**config.mk**
```make
export PLATFORM = sky130hd
export DESIGN_NAME = wssb_ctrl
export DESIGN_NICKNAME = d
export VERILOG_FILES = /design/src/wssb_pkg.sv /design/src/wssb_ctrl.sv
export SDC_FILE = /design/constraint.sdc
export NUM_CORES = 1
export LEC_CHECK = 0
export ABC_AREA = 1
export BUFFER_PORTS_ARGS = -buffer_cell sky130_fd_sc_hd__buf_2
export CAP_MARGIN = 15
export CELL_PAD_IN_SITES_DETAIL_PLACEMENT = 1
export CELL_PAD_IN_SITES_GLOBAL_PLACEMENT = 2
export CORE_MARGIN = 2
export CORE_UTILIZATION = 21
export DETAILED_ROUTE_END_ITERATION = 16
export GPL_TIMING_DRIVEN = 0
export PLACE_DENSITY = 0.8
export SYNTH_ARGS = -nofsm -noshare
export SYNTH_HDL_FRONTEND = slang
export SYNTH_SLANG_ARGS = --single-unit
```
**constraint.sdc**
```tcl
create_clock -name clock -period 2.3 [get_ports clock]
set_input_delay 0.115 -clock clock [delete_from_list [all_inputs] [get_ports clock]]
set_output_delay 0.115 -clock clock [all_outputs]
set_load 0.03 [all_outputs]
```
**src/wssb_pkg.sv**
```systemverilog
`timescale 1ns / 1ps
// ----------------------------------------------------------------------------
// wssb_pkg
// Shared types, codes and constants of the wrapping sequence slot buffer.
// ----------------------------------------------------------------------------
package wssb_pkg;

   localparam int NUM_SLOTS_DEF  = 256;
   localparam int DATA_WIDTH_DEF = 32;
   localparam int MAX_DATA_W     = 64;

   localparam int CMD_W       = 3;
   localparam int SEQ_W       = 16;
   localparam int PAYLOAD_W   = 32;
   localparam int SEL_W       = 8;
   localparam int ACK_MAP_W   = 32;
   localparam int ACK_CNT_W   = 6;
   localparam int REQ_TDATA_W = 56;
   localparam int RSP_TDATA_W = 88;

   localparam logic [SEQ_W-1:0] HALF_RANGE = 16'h8000;

   typedef enum logic [CMD_W-1:0] {
      CMD_CLEAR       = 3'd0,
      CMD_INSERT      = 3'd1,
      CMD_ADVANCE     = 3'd2,
      CMD_REMOVE      = 3'd3,
      CMD_FIND        = 3'd4,
      CMD_ACK         = 3'd5,
      CMD_READ_SLOT   = 3'd6,
      CMD_TEST_INSERT = 3'd7
   } cmd_type;

   typedef enum logic [2:0] {
      ST_IDLE,
      ST_DECIDE,
      ST_APPLY,
      ST_READ,
      ST_ACK,
      ST_FINISH
   } state_type;

   typedef struct packed {
      logic load;
      logic decide;
      logic apply;
      logic rd;
      logic ack_step;
      logic finish;
   } ctrl_cmd_type;

   typedef struct packed {
      logic    out_free;
      logic    ack_done;
   } ctrl_sts_type;

   // a is newer than b under the half-range rule
   function automatic logic seq_newer(input logic [SEQ_W-1:0] a,
                                      input logic [SEQ_W-1:0] b);
      logic [SEQ_W-1:0] d;
      d = a - b;
      return (d != '0) && ((d < HALF_RANGE) || ((d == HALF_RANGE) && (a > b)));
   endfunction

endpackage

```
**src/wssb_ctrl.sv**
```systemverilog
`timescale 1ns / 1ps
// ----------------------------------------------------------------------------
// wssb_ctrl
// Command sequencer: steps each accepted beat through those of decide, update,
// slot read and ack scan it needs; hands the result to the output register.
// ----------------------------------------------------------------------------
module wssb_ctrl (
   input  logic                  clock,
   input  logic                  reset,
   input  logic                  req_tvalid,
   output logic                  req_tready,
   input  wssb_pkg::cmd_type      req_cmd,
   input  wssb_pkg::ctrl_sts_type sts,
   output wssb_pkg::ctrl_cmd_type cmd
);

   wssb_pkg::state_type state_ff, state_in;

   always_ff @(posedge clock) begin
      if (reset) begin
         state_ff <= wssb_pkg::ST_IDLE;
      end else begin
         state_ff <= state_in;
      end
   end

   always_comb begin
      state_in = state_ff;
      case (state_ff)
         wssb_pkg::ST_IDLE: begin
            if (req_tvalid) begin
               case (req_cmd)
                  wssb_pkg::CMD_CLEAR,
                  wssb_pkg::CMD_REMOVE:      state_in = wssb_pkg::ST_APPLY;
                  wssb_pkg::CMD_INSERT,
                  wssb_pkg::CMD_ADVANCE,
                  wssb_pkg::CMD_TEST_INSERT: state_in = wssb_pkg::ST_DECIDE;
                  wssb_pkg::CMD_FIND,
                  wssb_pkg::CMD_READ_SLOT:   state_in = wssb_pkg::ST_READ;
                  wssb_pkg::CMD_ACK:         state_in = wssb_pkg::ST_ACK;
                  default:                   state_in = wssb_pkg::ST_IDLE;
               endcase
            end
         end
         wssb_pkg::ST_DECIDE: state_in = wssb_pkg::ST_APPLY;
         wssb_pkg::ST_APPLY:  state_in = wssb_pkg::ST_FINISH;
         wssb_pkg::ST_READ:   state_in = wssb_pkg::ST_FINISH;
         wssb_pkg::ST_ACK: begin
            if (sts.ack_done) begin
               state_in = wssb_pkg::ST_FINISH;
            end
         end
         wssb_pkg::ST_FINISH: begin
            if (sts.out_free) begin
               state_in = wssb_pkg::ST_IDLE;
            end
         end
         default: state_in = wssb_pkg::ST_IDLE;
      endcase
   end

   always_comb begin
      req_tready = 1'b0;
      cmd        = '0;
      case (state_ff)
         wssb_pkg::ST_IDLE: begin
            req_tready = 1'b1;
            cmd.load   = req_tvalid;
         end
         wssb_pkg::ST_DECIDE: cmd.decide   = 1'b1;
         wssb_pkg::ST_APPLY:  cmd.apply    = 1'b1;
         wssb_pkg::ST_READ:   cmd.rd       = 1'b1;
         wssb_pkg::ST_ACK:    cmd.ack_step = 1'b1;
         wssb_pkg::ST_FINISH: cmd.finish   = sts.out_free;
         default: begin
            req_tready = 1'b0;
         end
      endcase
   end

endmodule

```
==> impl_metrics.tcl <==
set metrics [dict create \
    largest_register "state_ff" \
    synth-seq-cells 3 \
    r2r_slack_ns 1.17 \
    min_to "state_ff[1]" \
    postCtsSetupRepairBufs 0 \
    power_frac_comb 0.623 \
    final_cells 86 \
    leakagePower_nw 0.2639 \
    gr-total-overflow 0 \
    gr-max-usage-layer "met2" \
    root_buffer "clkbuf_4" \
    holdCritPathClass "in -> reg" \
    cts_sinks 3 \
    pwr-share-clk 0.171 \
    p_sw_mw 0.3051 \
    synth.net_count 65 \
    final_util 0.3180 \
    drive_above_1_share 0.2676 \
    worstPathMaxFanout 6 \
    tns_ns 0 \
    crit_path_start "state_ff[0]" \
    start_util 0.2317 \
    ys_seq_area_frac 0.1943 \
    min_from "reset" \
    p_int_mw 0.2458 \
    reg2reg_depth 6 \
    fin_skew_ns 0.0005298 \
    portBuffers 14 \
    rows 13 \
    use_met3 0.05172 \
    cts_buffers 3 \
    areaGrowthSynthToFinish_pct 37.25 \
    synthMostInstantiatedCell "inv_1" \
    grt_pass1_vias 363 \
    cts_buffer_depth 2 \
    crit_chain "nor2_4 -> nand2_1 -> nor2_1 -> buf_2" \
    antenna_found_initial 0 \
    grt_pass1_wl_um 1373 \
    synth_commonest_cells "inv_1 (12), nor2_1 (10), nand2_1 (8)" \
    synth_edf_count 0 \
    synth_top_cell_area_share 0.1943 \
    status "completed" \
    drv_slew 0 \
    ys_types 13 \
    slew_headroom 0.8283 \
    io_pins 15 \
    syn_area_um2 309.0 \
    dpl.cell_count 82 \
    post_drt_via_cell_ratio 4.023 \
    use_met1 0.1256 \
    slowest_delay_ns 0.37 \
    power_frac_seq 0.206 \
    ir_worst_vdd_v 0.0002647 \
    cts_resized 0 \
    synthFlopType "dfxtp_1" \
    crit_slowest_cell "dfxtp_1" \
    worst_setup_path_end_kind "output pin" \
    ant_nets 0 \
    antennaDiodeCount 0 \
    cp.arrival_ns 1.20 \
    cap_violations 0 \
    drc 0 \
    path_class "reg -> out" \
    total_power_mw 0.5508 \
    insertion_delay_ns 0.23 \
    async_flop_share 0 \
    post_drt_wl_per_cell_um 8.616 \
    hold_viol_final 0 \
    htree_levels 1 \
    sw_frac_of_total 0.5538 \
    p_per_area_nw_per_um2 1299 \
    final_nets 84 \
    hpwl_um 636.7 \
    grt_max_degree 8 \
    die_width_um 42.36 \
    synth.area.top_cells "dfxtp_1 (19%), ha_1 (16%), inv_1 (15%), nor2_1 (12%), nand2_1 (9.7%)" \
    place_congestion 0.7688 \
    synth_area_per_cell_um2 5.831 \
    hold_buffers 0 \
    setup_viol 0 \
    r2r-end "state_ff[0]" \
    yosysTopAreaCell "dfxtp_1" \
    yosys_warnings 0 \
    first_pass_iters 2 \
    dieArea_um2 1794 \
    cp-start-kind "register" \
    cp.required_ns 2.18 \
    r2r-start "state_ff[0]" \
    worst_slew_pin_slew_ns 0.2572 \
    top_regs "state_ff: 3 flops" \
    clk_pin_slew_worst_paths_ns 0.04 \
    syn-instance-count 53 \
    vias 346 \
    fp.dieH_um 42.36 \
    use_met2 0.1477 \
    cts_tree "yes" \
    rsz0062_at_grt "false" \
    largest_reg_flops 3 \
    routed_wl_um 741 \
    drt_iter0_drc 2 \
    fmax_ghz 0.7601 \
    fin_crit_ns 1.316 \
    grt.total_usage 0.09850 \
    core_area_um2 1334 \
    holdPathStages 2 \
    period_share 0.5720 \
]
==> area by class of cell <==
class                   instances  area (µm²)
inverters                      13       48.80
flip-flops and latches          3       60.06
multi-input cells              37       200.2
fillers                       190       909.6
clock buffers                   4       26.28
well taps                      15       18.77
repair buffers                 14       70.07
==> power by group through the flow <==
stage / combinational [mW] / sequential [mW] / clock, mW
after floorplan: 0.261 / 0.106 / 0
after global placement: 0.345 / 0.116 / 0
after detailed placement: 0.347 / 0.115 / 0
after CTS: 0.348 / 0.114 / 0.100
after global routing: 0.383 / 0.118 / 0.108
final: 0.343 / 0.113 / 0.0943
==> cell families after synthesis <==
group | synth area share
AND/OR/NAND/NOR | 0.3887
AO/OA/AOI/OAI | 0.09714
adder cells (fa/ha/maj) | 0.1619
buffers and inverters | 0.1579
flip-flops | 0.1943
==> per-layer routing <==
| metal | part of all wire | routed length [µm] | up-vias |
|---|---|---|---|
| li1 | - | - | 198 |
| met1 | 0.51 | 377 | 137 |
| met2 | 0.41 | 301 | 11 |
| met3 | 0.084 | 62 | 0 |
| met4 | 0 | 0 | 0 |
| met5 | 0 | 0 | - |
==> metrics by stage <==
stage | hold slack (ns) | setup WS (ns) | cell area (µm²)
6_report | 0.06152 | 0.9844 | 424.2
5_1_grt | 0.05643 | 0.8498 | 424.2
4_1_cts | 0.05361 | 0.9639 | 424.2
3_5_place_dp | 0.3047 | 1.149 | 397.9
3_3_place_gp | 0.3093 | 1.157 | 397.9
2_1_floorplan | 0.1865 | 1.045 | 309.0
==> worst max path at each step <==
| stage | endpoint | depth (start not counted) |
|---|---|---|
| floorplan | cmd[3] | 2 |
| global placement | state_ff[0] | 9 |
| detailed placement | state_ff[0] | 9 |
| CTS | cmd[5] | 4 |
| global route | cmd[5] | 4 |
| finish | cmd[5] | 4 |
==> layout by cell type (no fill, tap or decap) <==
master and instances:
a21oi_1 4, buf_2 14, clkbuf_1 1, clkbuf_4 3, dfxtp_1 3, ha_1 4, inv_1 12, inv_2 1
nand2_1 8, nand3_1 5, nand4_1 1, nor2_1 10, nor2_4 1, nor3_1 2, o21ai_0 1, o21ai_1 1
==> critical path, delay by kind of cell, from the launching register on <==
kind / cells / cell delay [ns]
buffers and inverters: 1 / 0.20
DFF: 1 / 0.37
and+or+nand+nor: 3 / 0.39
(Power assumes the default switching activity.)
